## config.mk

```make
export PLATFORM = sky130hd
export DESIGN_NAME = rmj_mul
export DESIGN_NICKNAME = d
export VERILOG_FILES = /design/src/hdl/rmj_pkg.sv /design/src/hdl/rmj_mul.sv
export SDC_FILE = /design/constraint.sdc
export NUM_CORES = 2
export LEC_CHECK = 0
export ABC_CLOCK_PERIOD_IN_PS = 9300
export BUFFER_PORTS_ARGS = -buffer_cell sky130_fd_sc_hd__buf_2
export CAP_MARGIN = 40
export CORE_ASPECT_RATIO = 1.2
export CORE_MARGIN = 2
export CORE_UTILIZATION = 50
export CTS_CLUSTER_DIAMETER = 120
export DETAILED_ROUTE_END_ITERATION = 8
export HOLD_SLACK_MARGIN = 0.1
export PLACE_DENSITY = 0.66
export SLEW_MARGIN = 40
export SYNTH_ARGS = -nofsm -noshare
export SYNTH_HDL_FRONTEND = slang
export SYNTH_SLANG_ARGS = --single-unit
```

## constraint.sdc

```tcl
create_clock -name clk -period 9.3 [get_ports clk]
set_input_delay 0.93 -clock clk [delete_from_list [all_inputs] [get_ports clk]]
set_output_delay 0.93 -clock clk [all_outputs]
set_load 0.1 [all_outputs]
```

## src/hdl/rmj_pkg.sv

```systemverilog
`timescale 1ns / 1ps
// Shared types and fixed constants of the radar measurement Jacobian.
// No dependencies; rmj_mul and radar_measurement_jacobian refer to this package.
package rmj_pkg;

  // Operand chunk width of one hardware multiplier.
  localparam int MUL_BITS = 32;

  // Sign and special-case flags that ride along the long pipeline.
  typedef struct packed {
    logic pn;
    logic qn;
    logic dn;
    logic zero;
  } rmj_flags_t;

endpackage

```

## src/hdl/rmj_mul.sv

```systemverilog
`timescale 1ns / 1ps
// Two-stage unsigned multiplier built from registered chunk products.
// Uses rmj_pkg::MUL_BITS as the chunk width.
module rmj_mul #(
  parameter int AW = 32,
  parameter int BW = 32
) (
  input  logic             clk,
  input  logic             en,
  input  logic [AW-1:0]    a,
  input  logic [BW-1:0]    b,
  output logic [AW+BW-1:0] p
);

  localparam int CW  = rmj_pkg::MUL_BITS;
  localparam int NA  = (AW + CW - 1) / CW;
  localparam int NB  = (BW + CW - 1) / CW;
  localparam int NAW = NA * CW;
  localparam int NBW = NB * CW;
  localparam int PW  = NAW + NBW;

  logic [NAW-1:0]    a_ext;
  logic [NBW-1:0]    b_ext;
  logic [2*CW-1:0]   pp_nxt [NA*NB];
  logic [2*CW-1:0]   pp_r   [NA*NB];
  logic [PW-1:0]     acc;
  logic [AW+BW-1:0]  p_r;

  assign a_ext = NAW'(a);
  assign b_ext = NBW'(b);

  always_comb begin
    for (int i = 0; i < NA; i++) begin
      for (int j = 0; j < NB; j++) begin
        pp_nxt[i*NB+j] = a_ext[i*CW +: CW] * b_ext[j*CW +: CW];
      end
    end
  end

  always_comb begin
    acc = '0;
    for (int i = 0; i < NA; i++) begin
      for (int j = 0; j < NB; j++) begin
        acc = acc + (PW'(pp_r[i*NB+j]) << (CW * (i + j)));
      end
    end
  end

  always_ff @(posedge clk) begin
    if (en) begin
      pp_r <= pp_nxt;
      p_r  <= acc[AW+BW-1:0];
    end
  end

  assign p = p_r;

endmodule

```

**Word level (Yosys, flattened, before mapping)**

Index checks and enable logic that the tools add are counted.

- Register bits after elaboration: 128
- Latch bits: 0
- Bits in writable memories: 0
- Bits in read-only memories: 0
- Input bits: 66
- Memories: 0

- Add/subtract/negate cells: 0
- Multipliers: 1
- Div/mod/pow operators: 0
- Magnitude comparators: 0
- Equal/unequal tests: 0
- Shifts and indexed selects: 0
- Muxes and demuxes: 0
- Bitwise operators: 0
- Reductions and logical operators: 0

Operators by type and width:

| cell | number |
|---|---|
| multiplier 32 x 32 -> 64 bit | 1 |

**Depth between registers and ports, before layout**

- Word-level depth: 1
- Gate-level depth with buffers: 28

**Worst setup path after synthesis**

No wires, ideal clock.

- Kind: input to register
- Start: in b[8]
- End: reg pp_r[62] (netlist name), data pin
- Data arrival time: 7.392 ns
- Slack: 1.750 ns
- Stages: 25
- Cell sequence: clkbuf_1 -> nand2_1 -> fa_1 -> inv_1 -> fa_1 -> inv_1 -> fa_1 -> inv_1 -> fa_1 -> fa_1 -> fa_1 -> fa_1 -> inv_1 -> fa_1 -> inv_1 -> ha_1 -> buf_2 -> and3_1 -> and2_1 -> nand3_1 -> o31ai_1 -> nor3_2 -> o31a_1 -> o2111a_1 -> a211oi_2

RTL lines:

| what | RTL line | RTL |
|---|---|---|
| start, declared | rmj_mul.sv:11 | `input logic [BW-1:0] b,` |
| end signal, assigned | rmj_mul.sv:51 | `pp_r <= pp_nxt;` |
| end, declared | rmj_mul.sv:25 | `logic [2*CW-1:0] pp_r [NA*NB];` |

==> run metrics <==
synth warn 0; GPL Wtd Cong 0.910; sequential share of the synthesized area 0.103; hpwl dp 79700 um; r2r setup slk 8.56 ns; number of global-route vias before repair 28900; Avg WL per Cell 20.2 um; # rows 109; IO Port Bufs 129; Cells after Synth 3858; Routed Antenna Nets 0; worst hold-check path type flop to flop; vias 26100; # clock sinks 128; initial antenna violation count 4; RSZ-0062 raised after global routing false; Critical Path AT 8.98 ns; Max Slew Vio Count 0; IO Count 130; Vias/cell 5.38; Post-synth ARST share 0; Overflow after GRT 0; number of flops mapped to enable cells by yosys 128; Final Instance Area 39300 um^2; DRC Markers 0; Worst Max-Slew Pin Slew 0.788 ns; Fin. Hold Viols 0; Period Utilization, post-route 0.946; nets 5052; drt total wl 97600 um; CTS tree done; relative slew slack 0.475; post-synthesis register bit count 128; # H-tree levels 4; DP Area 38800 um^2; first drt pass iteration count 8; Max-Cap Viols 0; crit end category flop; critical path class input pin to flop; area grow syn2layout 5.24%; CP Max Fanout 23; layout cells sized above 1 0.0576; FMAX 0.114 GHz; CP startpoint kind input pin; gr usage total 0.270; Die Footprint 77000 um^2; syn_area_per_cell 9.69 um^2; Syn Std Cell Area 37400 um^2; Post-CTS Setup Repair Bufs 0; core box area 73800 um^2; Final Critical Period 8.80 ns; clock latency on the worst-skew pair 0.42 ns; final clock skew 0.0103 ns; Die Ht 304 um; number of buffers created by CTS 17; Longest Clk Path Bufs 2; first-pass GRT wire length 158000 um; pre-CTS setup slack 0.284 ns; pin count of the biggest net entering global routing 58; worst hold slack 0.413 ns; setup violators final 0; Worst Path Required 9.48 ns; # fillers 6880; Clock transition at path regs 0.07 ns; Post-CTS Resized 0; outcome finished clean; die width 254 um; Initial DRC Count 1441; hold buffer count at CTS 0; syn_nets 5083; Initial Util 0.507; Most used DFF post-synth edfxtp_1; root buf cell clkbuf_16; Worst Slack Setup Final 0.498 ns; setup tns final 0 ns; distinct cell type count after synthesis 65
==> synth_stat cells (all sizes together), types with 10 or more instances <==
cell	number	area share
a31oi	10	0.0021
xnor2	34	0.0080
inv	868	0.087
nand4	19	0.0032
o21bai	12	0.0024
a21o	25	0.0050
ha	263	0.088
nand2	479	0.048
fa	896	0.48
clkbuf	210	0.021
edfxtp	128	0.10
nand3	23	0.0031
o21ai	48	0.0064
and3	15	0.0027
nor2	27	0.0027
xor2	26	0.0061
a21oi	76	0.010
and2	606	0.10
==> routing by layer <==
layer,GRT usage,wire [um],vias up
li1,-,-,11300
met1,0.307,34500,13700
met2,0.501,53200,803
met3,0.0254,3850,266
met4,0.141,6040,0
met5,0,0,-
==> area by class of cell <==
cell class	count	area, um^2	share of cell area
Sequential cell	128	3840	0.0977
Clock inverter	15	148	0.00375
Timing Repair Buffer	169	961	0.0244
Clock buffer	17	425	0.0108
Tap cell	999	1250	0.0318
Antenna cell	3	7.51	0.000191
Multi-Input combinational cell	2643	29400	0.748
Inverter	868	3260	0.0828
==> state kept, by name (all words and copies together), names as in the netlist <==
name and count:
pp_r 64, p 64
==> through the flow <==
step                 util  std cells
detailed placement  0.525       4807
global placement    0.525       4806
finish              0.533       4842
global route        0.533       4841
floorplan               -       3858
CTS                 0.533       4839
==> placed cells by master, fill, tap and decap left out, types with 40 or more instances in the layout <==
cell type and instances:
a21oi_1 75, and2_1 604, buf_2 128, buf_4 40, edfxtp_1 128, fa_1 896
ha_1 263, inv_1 868, nand2_1 479, o21ai_0 41
==> path summary, 6_finish.rpt <==
kind | depth (start not counted) | start | to
min reg2reg | 0 | pp_r[0] | p[0]
max reg2reg | 0 | pp_r[50] | p[50]
min | 0 | pp_r[0] | p[0]
max | 21 | b[8] | pp_r[54]
==> cells by family (layout without fill, tap and decap cells) <==
kind of cell,count (synthesis),count (layout),share of synthesized area
compound gates,219,219,0.0376
other cells,0,3,0
flops,128,128,0.103
simple gates,1205,1205,0.168
xor+xnor,60,60,0.0141
buf+inv,1087,1069,0.109
fa+ha+maj,1159,1159,0.568
==> critical path, cell delays in order <==
cell	delay (ns)
buf_2	0.44
buf_4	0.29
nand2_1	0.09
fa_1	0.55
fa_1	0.56
fa_1	0.55
fa_1	0.53
inv_1	0.06
fa_1	0.55
fa_1	0.42
fa_1	0.65
fa_1	0.48
ha_1	0.45
nand4_1	0.24
nor4_1	0.70
nand2_1	0.11
o221ai_1	0.57
o21ai_1	0.32
nor4_1	0.23
nor3_1	0.10
xnor2_1	0.13
Power is left out: the tool's default activity adds up to more than one toggle a clock period on the data nets, which glitch-free logic cannot reach.
