`config.mk`:
```
export PLATFORM = sky130hd
export DESIGN_NAME = rmj_sqrt
export DESIGN_NICKNAME = d
export VERILOG_FILES = /design/src/hdl/rmj_sqrt.sv
export SDC_FILE = /design/constraint.sdc
export NUM_CORES = 1
export LEC_CHECK = 0
export BUFFER_PORTS_ARGS = -buffer_cell sky130_fd_sc_hd__buf_4
export CAP_MARGIN = 20
export CORE_UTILIZATION = 50
export DETAILED_ROUTE_END_ITERATION = 10
export PLACE_DENSITY = 0.67
export REMOVE_ABC_BUFFERS = 1
export SLEW_MARGIN = 15
export SYNTH_ARGS = -nofsm -noshare
export SYNTH_HDL_FRONTEND = slang
export SYNTH_SLANG_ARGS = --single-unit
```
`constraint.sdc`:
```
create_clock -name clk -period 3 [get_ports clk]
set_clock_uncertainty 0.05 [all_clocks]
set_input_delay 0.15 -clock clk [delete_from_list [all_inputs] [get_ports clk]]
set_output_delay 0.15 -clock clk [all_outputs]
set_load 0.05 [all_outputs]
```
`src/hdl/rmj_sqrt.sv`:
```
`timescale 1ns / 1ps
// Pipelined integer square root, one root bit per register stage.
// Standalone; the root is the floor of the square root of x.
module rmj_sqrt #(
  parameter int RW = 16
) (
  input  logic            clk,
  input  logic            en,
  input  logic [2*RW-1:0] x,
  output logic [RW-1:0]   root
);

  logic [RW+1:0]   rem_r  [RW];
  logic [RW-1:0]   root_r [RW];
  logic [2*RW-1:0] xs_r   [RW];

  for (genvar k = 0; k < RW; k++) begin : g_stage
    logic [RW+1:0]   rem_cur;
    logic [RW-1:0]   root_cur;
    logic [2*RW-1:0] xs_cur;
    logic [RW+3:0]   shifted;
    logic [RW+3:0]   trial;
    logic [RW+3:0]   diff;
    logic            ge;

    if (k == 0) begin : g_first
      assign rem_cur  = '0;
      assign root_cur = '0;
      assign xs_cur   = x;
    end else begin : g_next
      assign rem_cur  = rem_r[k-1];
      assign root_cur = root_r[k-1];
      assign xs_cur   = xs_r[k-1];
    end

    assign shifted = {rem_cur, xs_cur[2*RW-1 -: 2]};
    assign trial   = (RW+4)'({root_cur, 2'b01});
    assign diff    = shifted - trial;
    assign ge      = (shifted >= trial);

    always_ff @(posedge clk) begin
      if (en) begin
        rem_r[k]  <= ge ? diff[RW+1:0] : shifted[RW+1:0];
        root_r[k] <= {root_cur[RW-2:0], ge};
        xs_r[k]   <= {xs_cur[2*RW-3:0], 2'b00};
      end
    end
  end

  assign root = root_r[RW-1];

endmodule

```
Yosys cells after proc, flatten, opt, wreduce, memory -nomap -nowiden
Memories as Yosys holds them, arrays and structs flattened.
Cells that the tools add are included.
{"block": "totals", "ff_bits": 0, "ram_bits": 1024, "out_inout_bits": 16, "wordCells": 53, "n_memories": 3}
{"block": "classes", "n_addsub": 16, "magnitude_cmp": 16, "mux": 18}
{"name": "xs_r", "depth": 16, "word_bits": 30, "rd": 15, "rd_clocked_by_memory_dff": 0, "write_ports": 16, "line": "15", "rtl": "logic [2*RW-1:0] xs_r [RW];"}
{"name": "rem_r", "depth": 16, "word_bits": 18, "rd": 15, "rd_clocked_by_memory_dff": 0, "write_ports": 16, "line": "13", "rtl": "logic [RW+1:0] rem_r [RW];"}
{"name": "root_r", "depth": 16, "word_bits": 16, "rd": 16, "rd_clocked_by_memory_dff": 0, "write_ports": 16, "line": "14", "rtl": "logic [RW-1:0] root_r [RW];"}
{"cell": "$ge A20 B18 Y1", "n": 15}
{"cell": "$mux W18", "n": 16}
{"cell": "$sub A18 B18 Y18", "n": 15}
{"cell": "$sub A2 B1 Y3 const B", "n": 1}
{"cell": "$ge A2 B1 Y1 const B", "n": 1}
{"cell": "$mux W1", "n": 2}

Logic depth before layout (Yosys ltp)
Gate-level depths: netlist (run 1).
An unclocked memory read counts as a cell.
{"block": "logic_depth", "ltp_word": 3, "ltp_mapped": 12, "depth_no_buf": 10}

Worst setup path before layout (run 1)
No wires, ideal clock.
{"block": "synth_path", "kind": "register to register", "from": "memory rem_r[0][108] (netlist bit)", "to": "memory rem_r[0][129] (netlist bit) (data pin)", "arrival_time_ns": 2.372, "required_ns": 2.690, "setup_slack_ns": 0.318, "stages_incl_launch_ff": 9, "n_path_buf": 1, "period_less_slack_ns": 2.682, "path_cell_list": "edfxtp_1 -> ha_1 -> nor2b_1 -> o31a_1 -> o31ai_1 -> a31oi_1 -> nor2_1 -> buf_4 -> mux2_2"}
{"element": "from (decl)", "line": "13"}

==> flow_metrics.py, run 1 <==
metrics = {
    "cts": {
        "root_buffer": "clkbuf_16",
        "cts.sinks": 626,
        "clockBufferDepth": 3,
        "h-tree-depth": 3,
        "clk_latency_ns": 0.60,
        "cts.reportedPaths.clkPinSlew_ns": 0.06,
        "cts_buffers": 69,
        "cts_tree": "yes",
    },
    "timing": {
        "report.final.slew_viol_count": 0,
        "worstMarginPinSlew_ns": 0.7551,
        "fin_crit_ns": 2.902,
        "finalHoldViolations": 0,
        "holdWs_ns": 0.2144,
        "finalCritPeriodShare_pct": 96.74,
        "finalSetupViolCount": 0,
        "slew_headroom_pct": 49.56,
        "rsz0062_at_grt": "no",
        "fmax_mhz": 344.6,
    },
    "synth": {
        "synth_most_common_cell": "edfxtp_1",
        "synth-async-reset-ratio_pct": 0,
        "ys_seq_elements": 626,
        "syn_area_um2": 29190,
        "synth_edf_count": 626,
        "yosys.area.top_type": "edfxtp_1",
        "synthTopCellsByArea": "edfxtp_1 64%, ha_1 6.6%, xnor2_1 3.2%, inv_1 2.4%, xor2_1 2.2%",
        "synth_cell_types": 74,
        "avgSynthCellArea_um2": 13.33,
        "ys.flop_type": "edfxtp_1",
        "netlist_top_cells_count": "626 x edfxtp_1, 188 x inv_1, 153 x ha_1, 140 x nor2_1, 115 x a21oi_1",
        "syn_inst": 2190,
        "synth_top_area_share_pct": 64.39,
        "yosys_warnings": 0,
        "ys_seq_area_share_pct": 64.39,
    },
    "floorplanning": {
        "io_pins": 50,
        "std_cell_rows": 88,
        "start_util_pct": 50.60,
        "fp.coreArea_um2": 57700,
        "die_h_um": 243.6,
        "die_area_um2": 59360,
        "fp.dieW_um": 243.6,
    },
    "critical_path": {
        "timing.critical_path.to": "rem_r[1][97]",
        "crit_cells": 8,
        "worstReg2RegStart": "rem_r[1][79]",
        "critPathMaxFanout": 17,
        "critical_path_class": "reg -> reg",
        "rr_worst_depth": 8,
        "end_kind": "flop",
        "rrSetupSlack_ns": 0.1,
        "critPathLaunchType": "flop",
        "slowest_stage": "ha_1",
        "cp_common_cell": "buf_4",
        "arrival_ns": 3.20,
        "crit_buf_inv": 2,
        "cp-startpoint": "rem_r[1][79]",
        "slowest_delay_ns": 0.44,
        "r2r-end": "rem_r[1][97]",
        "path_cells": "ha_1 > a21oi_1 > o21ai_0 > a2111oi_2 > buf_4 > o211ai_2 > buf_4 > mux2_2",
        "worstPathRequired_ns": 3.30,
        "path_delay_family": "compound AO/OA/AOI/OAI gates",
    },
    "routing": {
        "num_vias": 17330,
        "drt_pass1_iterations": 5,
        "wire_per_inst_um": 16.78,
        "wl_mm": 53.42,
        "drtIter0Drc": 1075,
        "vias_per_cell": 5.445,
        "postRouteAntennaNets": 0,
        "drc": 0,
    },
    "flow_run": {
        "drv_cap": 0,
    },
    "worst_hold_path": {
        "min_path_type": "in -> reg",
    },
    "layout": {
        "final_nets": 2552,
        "n_antenna_cell": 0,
        "finish.utilization_pct": 58.08,
        "drive_above_1_share_pct": 11.54,
        "instances_no_fill": 3183,
        "syn2layout_area_growth_pct": 14.77,
    },
    "status": {
        "outcome": "complete, no violations",
    },
    "placed_design": {
        "port_buffers": 49,
        "gp_congestion": 0.9002,
        "dp_hpwl_mm": 37.78,
        "post-place-cells": 3021,
    },
    "pwr": {
        "powerDensity_nw_per_um2": 687.4,
        "ir_drop_uv": 503.1,
        "p_leak_uw": 0.01284,
        "power_uw": 23030,
    },
    "global_route": {
        "overflow": 0,
        "gr-usage-all-layers_pct": 18.34,
        "grt_first_pass_wirelength_mm": 87.60,
        "antenna_found_initial": 0,
        "grt_max_degree": 78,
        "first_global_vias": 17220,
    },
}
-- layout by cell type, fill, tap and decap left out, types with 9 or more instances in the layout --
cell and instances:
nand4_1 21, clkbuf_16 69, nand2_1 105, xnor2_1 107, dlygate4sd3_1 34, xor2_1 72
or3_1 22, a21oi_1 115, mux2_2 37, a211oi_1 11, or4_1 14, nand2b_1 24
inv_1 187, o31ai_1 19, o211ai_1 16, buf_4 93, ha_1 153, o21ai_0 95
nor2_1 140, clkinv_1 15, clkbuf_1 14, nor2b_1 22, and2_1 11, or2_2 11
nand3_1 38, a21o_1 32, a31oi_1 11, mux2i_1 9, and3_1 10, o21bai_1 9
nor4_1 23, clkinv_2 12, o21a_1 36, nor3_1 56, buf_12 9, edfxtp_1 626
-- layer usage --
metal / part of all wire (%) / global-route usage [%] / vias to the layer above
met3: 4.9 / 3.371 / 82
met5: 0 / 0 / -
met1: 47 / 25.50 / 8327
met4: 2.0 / 5.956 / 0
li1: - / - / 8545
met2: 46 / 29.19 / 378
-- worst min-delay path by stage --
stage | startpoint | to | slack, ns | cells past startpoint
floorplan | x[0] | xs_r[0][0] | 0.20 | 0
global placement | x[1] | xs_r[0][1] | 0.28 | 1
detailed placement | x[7] | xs_r[0][7] | 0.28 | 1
CTS | x[26] | xs_r[0][26] | 0.17 | 2
global route | x[26] | xs_r[0][26] | 0.20 | 2
finish | x[26] | xs_r[0][26] | 0.21 | 2
-- stage by stage --
step | setup WS [ns] | area (µm²) | TNS [ns]
finish | 0.09771 | 33510 | 0
global route | 0.003334 | 33510 | 0
CTS | 0.04573 | 33440 | 0
detailed placement | -0.04457 | 30870 | -0.09497
global placement | 0.001114 | 30870 | 0
floorplan | 0.04693 | 29050 | 0
-- registers in the layout, summed over array words and instances, names as in the netlist --
name and cells:
xs_r 240, rem_r 250, root_r 136
-- power breakdown --
group	total, µW	switching, µW	internal [µW]
clock network	8290	3410	4880
logic	3380	1870	1520
registers	11400	570	10800
total	23000	5850	17200
-- cell families after synthesis --
group                      Yosys count  share of synthesized area, %
AOI/OAI and AO/OA                  422                         9.390
other                                1                       0.01284
xor gates and xnor gates           179                         5.370
buffers and inverters              224                         2.957
adders and majority gates          153                         6.557
DFF                                626                         64.39
muxes                               46                         1.736
and+or+nand+nor                    539                         9.587
-- layout make-up --
type	instances	area [µm²]
tap	765	957.2
sequential	626	18800
timing repair buffer	137	1234
inverter	191	719.4
fill	4581	24190
multi-input combinational	1340	9574
clock buffer	83	1779
clock inverter	41	445.4
-- repair_timing --
| action | CTS | global route |
|---|---|---|
| hold endpoints to repair | 81 | 0 |
| endpoints found under the setup margin | 3 | 30 |
| pin swaps | 0 | 5 |
| hold buffers | 34 | 0 |
| setup buffers | 0 | 4 |
| resized for setup | 1 | 8 |
| cloned | 0 | 0 |
Power figures use the tool's default switching activity.
==> run 2, diff against run 1 <==
Settings changed: ABC_AREA set to 1.
==> run 2 against run 1 <==
Largest power group unchanged; cell count is 36% higher; highest routed layer unchanged; die area is 11% higher; utilization is 0.83 points lower; sequential share of layout area fell by 4.3 points; cell area grew 8.4%.
==> flow_metrics.py, run 2 <==
metrics = {
    "status": {
        "outcome": "complete, no violations",
    },
    "worst_hold_path": {
        "min_to": "xs_r[0][29]",
        "min_path_cells": 2,
        "hold_start": "x[29]",
        "min_path_type": "in -> reg",
    },
    "floorplanning": {
        "io_pins": 50,
        "die_h_um": 256.2,
        "std_cell_rows": 92,
        "start_util_pct": 50.95,
        "fp.coreArea_um2": 63430,
        "fp.dieW_um": 256.2,
        "die_area_um2": 65650,
    },
    "routing": {
        "drc": 0,
        "drt_pass1_iterations": 6,
        "wl_mm": 66.25,
        "wire_per_inst_um": 15.30,
        "drtIter0Drc": 1719,
        "postRouteAntennaNets": 0,
        "vias_per_cell": 5.108,
        "num_vias": 22110,
    },
    "synth": {
        "syn_inst": 3283,
        "netlist_top_cells_count": "885 x nand2_1, 626 x edfxtp_1, 485 x inv_1, 277 x nor2_1, 194 x nand3_1",
        "synth_edf_count": 626,
        "synth_most_common_cell": "nand2_1",
        "avgSynthCellArea_um2": 9.843,
        "synth_top_area_share_pct": 58.17,
        "syn_area_um2": 32310,
        "synth_cell_types": 47,
        "synth-async-reset-ratio_pct": 0,
        "yosys_warnings": 0,
        "ys_seq_area_share_pct": 58.17,
        "ys_seq_elements": 626,
        "synthTopCellsByArea": "edfxtp_1 58%, nand2_1 10%, ha_1 5.9%, inv_1 5.6%, nor2_1 3.2%",
        "ys.flop_type": "edfxtp_1",
        "yosys.area.top_type": "edfxtp_1",
    },
    "timing": {
        "finalCritPeriodShare_pct": 81.34,
        "fin_crit_ns": 2.440,
        "slew_headroom_pct": 63.76,
        "fmax_mhz": 409.8,
        "worstMarginPinSlew_ns": 0.5435,
        "finalSetupViolCount": 0,
        "setup-tns-final_ns": 0,
        "setup_ws_ns": 0.5597,
        "finalHoldViolations": 0,
        "report.final.slew_viol_count": 0,
        "rsz0062_at_grt": "no",
    },
    "cts": {
        "clk_latency_ns": 0.61,
        "post_cts_buffers": 0,
        "cts_tree": "yes",
        "cts.reportedPaths.clkPinSlew_ns": 0.06,
        "h-tree-depth": 3,
        "cts_buffers": 68,
        "root_buffer": "clkbuf_16",
        "cts.sinks": 626,
        "clockBufferDepth": 3,
    },
    "placed_design": {
        "dp_hpwl_mm": 49.55,
        "gp_congestion": 0.9323,
        "port_buffers": 49,
        "dpl_worst_slack_ns": 0.5583,
        "post-place-cells": 4175,
    },
    "global_route": {
        "first_global_vias": 21330,
        "grt_max_degree": 86,
        "antenna_found_initial": 0,
        "overflow": 0,
        "gr-usage-all-layers_pct": 20.49,
        "grt_first_pass_wirelength_mm": 107.8,
    },
    "layout": {
        "fillers": 5405,
        "drive_above_1_share_pct": 8.728,
        "final_nets": 3620,
        "final_common_cell": "nand2_1",
        "reg_top3": "rem_r: 250 flops, xs_r: 240 flops, root_r: 136 flops",
        "instances_no_fill": 4329,
        "n_antenna_cell": 0,
        "final_cell_mix": "885 x nand2_1, 626 x edfxtp_1, 485 x inv_1",
        "largest_reg_flops": 250,
        "syn2layout_area_growth_pct": 12.36,
        "largest_register": "rem_r",
        "finish.utilization_pct": 57.25,
    },
    "critical_path": {
        "slowest_delay_ns": 0.42,
        "cp-startpoint": "rem_r[0][73]",
        "arrival_ns": 2.71,
        "worstPathRequired_ns": 3.27,
        "rr_worst_depth": 8,
        "worstReg2RegStart": "rem_r[0][73]",
        "path_cells": "ha_1 > a21oi_1 > o21ai_1 > nand2_1 > nand3_1 > nor2_1 > buf_4 > o21ai_0",
        "critical_path_class": "reg -> reg",
        "rrSetupSlack_ns": 0.56,
        "r2r-end": "rem_r[0][93]",
        "critPathMaxFanout": 14,
        "critPathLaunchType": "flop",
        "end_kind": "flop",
        "slowest_stage": "edfxtp_1",
    },
    "pwr": {
        "p_leak_uw": 0.01554,
        "ir_drop_uv": 467.3,
        "powerDensity_nw_per_um2": 642.4,
    },
    "flow_run": {
        "drv_cap": 0,
    },
}
run 2: cell types whose count changed after synthesis, moves of 35 or more:
cell and change:
mux2_2 -37, inv_1 +297, nand3_1 +156, xnor2_1 -64, nor2_1 +137, o21ai_2 +35, nand2_1 +780
run 2: logic make-up (layout without fill, tap and decap cells):
kind of cell               Yosys count  in the layout  synth area share (%)
xor gates and xnor gates           102            102                 2.765
other                                1              1               0.01160
AOI/OAI and AO/OA                  337            337                 6.114
and+or+nand+nor                   1544           1544                 20.51
adders and majority gates          153            153                 5.924
DFF                                626            626                 58.17
buffers and inverters              520            720                 6.505
run 2: worst max path at each step:
stage	endpoint	slack (ns)
after floorplan	rem_r[0][97]	0.60
after global placement	rem_r[0][58]	0.57
after detailed placement	rem_r[0][58]	0.56
after CTS	rem_r[0][62]	0.55
after global routing	rem_r[0][54]	0.30
final	rem_r[0][93]	0.56
run 2: power by group:
group	switching (µW)	internal (µW)	total (µW)
combinational	2560	1440	4000
clock	3320	4750	8070
sequential	543	10700	11300
total	6420	16900	23300
run 2: worst max-delay path, delay by kind of cell, from the launching register on:
family                     cells  cell delay [ns]
buffers and inverters          1             0.28
DFF                            1             0.42
adders and majority gates      1             0.37
and+or+nand+nor                3             0.58
AOI/OAI and AO/OA              3             0.46
run 2: layer usage:
layer | routed length, µm | vias up | track usage [%]
met4 | 1682 | 0 | 6.088
li1 | - | 11300 | -
met2 | 32450 | 474 | 35.31
met3 | 2570 | 120 | 2.906
met1 | 29550 | 10220 | 26.83
met5 | 0 | - | 0
run 2: repair_timing:
item,4_1_cts,5_1_grt
hold buffers,34,0
resized for setup,0,0
endpoints found under the hold margin,82,0
run 2: stage by stage:
stage	hold slack [ns]	area, µm²	total power (µW)
finish	0.2084	36310	23330
CTS	0.1704	36310	23540
global route	0.1850	36310	24490
floorplan	0.1989	32080	14100
detailed placement	0.2793	33820	15390
global placement	0.2782	33820	15340
run 2: area by class of cell:
class | count | area [µm²] | share of cell area [%]
Clock buffer | 84 | 1783 | 4.910
Clock inverter | 36 | 369.1 | 1.017
Inverter | 495 | 1868 | 5.145
Multi-Input combinational cell | 2137 | 11410 | 31.44
Sequential cell | 626 | 18800 | 51.77
Tap cell | 846 | 1059 | 2.915
Timing Repair Buffer | 105 | 1018 | 2.805
==> run 3, diff against run 2 <==
Settings changed: ABC_AREA 1 to 0.
Clock period 3 ns to 2.5 ns, I/O delays scaled along.
==> run 3 against run 2 <==
The flow now finishes with violations (negative setup slack); sequential cell count is the same; largest power group unchanged; hold slack got worse by 0.037 ns; critical path type unchanged; count of clock-buffer cells in the layout down 3; first-iteration DRC count decreased by 36%; via count fell by 14%; die area fell by 9.6%; cell area increased by 4.8%; highest routed layer unchanged; combinational power up 42%; clock power up 23%.
==> flow_metrics.py, run 3 (synthesized netlist as in run 1, its figures left out) <==
metrics = {
    "floorplanning": {
        "die_area_um2": 59360,
        "fp.dieW_um": 243.6,
        "fp.coreArea_um2": 57700,
        "io_pins": 50,
        "start_util_pct": 50.60,
        "die_h_um": 243.6,
        "std_cell_rows": 88,
    },
    "timing": {
        "finalSetupViolCount": 38,
        "slew_headroom_pct": 57.36,
        "report.final.slew_viol_count": 0,
        "fmax_mhz": 383.7,
        "setup-tns-final_ns": -1.175,
        "setup_ws_ns": -0.1064,
        "finalHoldViolations": 0,
        "finalCritPeriodShare_pct": 104.3,
        "worstMarginPinSlew_ns": 0.6328,
        "holdWs_ns": 0.1713,
        "rsz0062_at_grt": "yes",
        "fin_crit_ns": 2.606,
    },
    "status": {
        "violations": "negative setup slack",
        "outcome": "finished, violations left",
    },
    "routing": {
        "vias_per_cell": 5.392,
        "drtIter0Drc": 1101,
        "drt_pass1_iterations": 5,
        "wl_mm": 60.17,
        "wire_per_inst_um": 17.01,
        "postRouteAntennaNets": 0,
        "num_vias": 19080,
        "drc": 0,
    },
    "cts": {
        "h-tree-depth": 3,
        "cts_buffers": 69,
        "root_buffer": "clkbuf_16",
        "clockBufferDepth": 3,
        "cts.reportedPaths.clkPinSlew_ns": 0.06,
        "cts_tree": "yes",
        "cts.sinks": 626,
        "clk_latency_ns": 0.61,
    },
    "placed_design": {
        "gp_congestion": 0.9136,
        "dp_hpwl_mm": 40.00,
        "port_buffers": 49,
    },
    "pwr": {
        "p_leak_uw": 0.01483,
        "powerDensity_nw_per_um2": 769.0,
        "ir_drop_uv": 558.9,
        "power_uw": 29260,
    },
    "layout": {
        "drive_above_1_share_pct": 31.34,
        "reg_top3": "rem_r: 250 flops, xs_r: 240 flops, root_r: 136 flops",
        "syn2layout_area_growth_pct": 30.32,
        "final_common_cell": "edfxtp_1",
        "final_nets": 2906,
        "fillers": 4150,
        "multiInputGateArea_um2": 11240,
        "regArea_um2": 18800,
        "n_antenna_cell": 0,
        "largest_reg_flops": 250,
        "final_cell_mix": "626 x edfxtp_1, 409 x buf_4, 175 x inv_1",
        "largest_register": "rem_r",
    },
    "critical_path": {
        "slowest_stage": "edfxtp_1",
        "path_delay_family": "buffers and inverters",
        "end_kind": "flop",
        "crit_cells": 8,
        "slowest_delay_ns": 0.44,
        "rrSetupSlack_ns": -0.11,
        "rr_worst_depth": 8,
        "path_cells": "ha_4 > nand4_1 > buf_4 > nor2_2 > o211ai_1 > o211ai_1 > buf_4 > mux2_2",
        "critPathLaunchType": "flop",
        "worstPathRequired_ns": 2.79,
        "r2r-end": "rem_r[1][111]",
        "crit_buf_inv": 2,
        "worstReg2RegStart": "rem_r[1][102]",
        "critPathMaxFanout": 5,
        "timing.critical_path.to": "rem_r[1][111]",
        "arrival_ns": 2.90,
        "cp-startpoint": "rem_r[1][102]",
        "critical_path_class": "reg -> reg",
    },
    "global_route": {
        "first_global_vias": 18890,
        "gr-usage-all-layers_pct": 19.60,
        "overflow": 0,
        "antenna_found_initial": 0,
        "grt_first_pass_wirelength_mm": 94.32,
        "grt_max_degree": 83,
    },
    "worst_hold_path": {
        "min_path_type": "in -> reg",
    },
    "flow_run": {
        "drv_cap": 0,
    },
}
## run 3: final cells by class
class,count,share of cell area (%)
repair buffers,490,10.69
flip-flops and latches,626,49.41
multi-input cells,1340,29.56
inverters,191,1.917
repair inverters,1,0.01315
clock inverters,44,1.187
well taps,765,2.516
clock buffers,81,4.713
## run 3: metal layers
metal | global-route usage (%) | part of all wire (%) | wire length, µm | vias to the layer above
li1 | - | - | - | 9245
met1 | 26.62 | 45 | 27150 | 9356
met2 | 32.35 | 49 | 29500 | 365
met3 | 3.184 | 3.3 | 1977 | 111
met4 | 6.121 | 2.6 | 1537 | 0
met5 | 0 | 0 | 0 | -
## run 3: repair_timing
item / 4_1_cts / 5_1_grt
resized for setup: 111 / 258
pin swaps: 41 / 84
buffers inserted: 28 / 67
hold buffers: 34 / 0
hold endpoints to repair: 74 / 0
cloned: 2 / 5
endpoints found under the setup margin: 145 / 181
## run 3: power breakdown
| group | total, µW | switching [µW] | internal (µW) |
|---|---|---|---|
| logic | 5690 | 2790 | 2890 |
| registers | 13700 | 719 | 12900 |
| clock network | 9910 | 4250 | 5660 |
## run 3: worst register-to-register path, cell delays in order, from the launching register on
cell and delay, ns:
edfxtp_1 0.44, ha_4 0.31, nand4_1 0.22, buf_4 0.24, nor2_2 0.09, o211ai_1 0.16, o211ai_1 0.25, buf_4 0.26
mux2_2 0.35
## run 3: stage by stage
step	instance area [µm²]	util (%)	setup WS, ns	instances
final	38050	65.94	-0.1064	3538
after global routing	38050	65.94	-0.2070	3538
after CTS	36220	62.78	-0.04817	3469
after detailed placement	32850	56.94	-0.2153	3280
after global placement	32850	56.94	-0.1990	3280
after floorplan	29050	-	-0.4531	2157
## run 3: worst min path at each step
stage,startpoint,cells past startpoint,endpoint,slack (ns)
3_3_place_gp,x[1],1,xs_r[0][1],0.25
6_report,x[25],2,xs_r[0][25],0.17
3_5_place_dp,x[5],1,xs_r[0][5],0.25
2_1_floorplan,x[0],0,xs_r[0][0],0.17
5_1_grt,x[2],2,xs_r[0][2],0.15
4_1_cts,x[24],2,xs_r[0][24],0.14
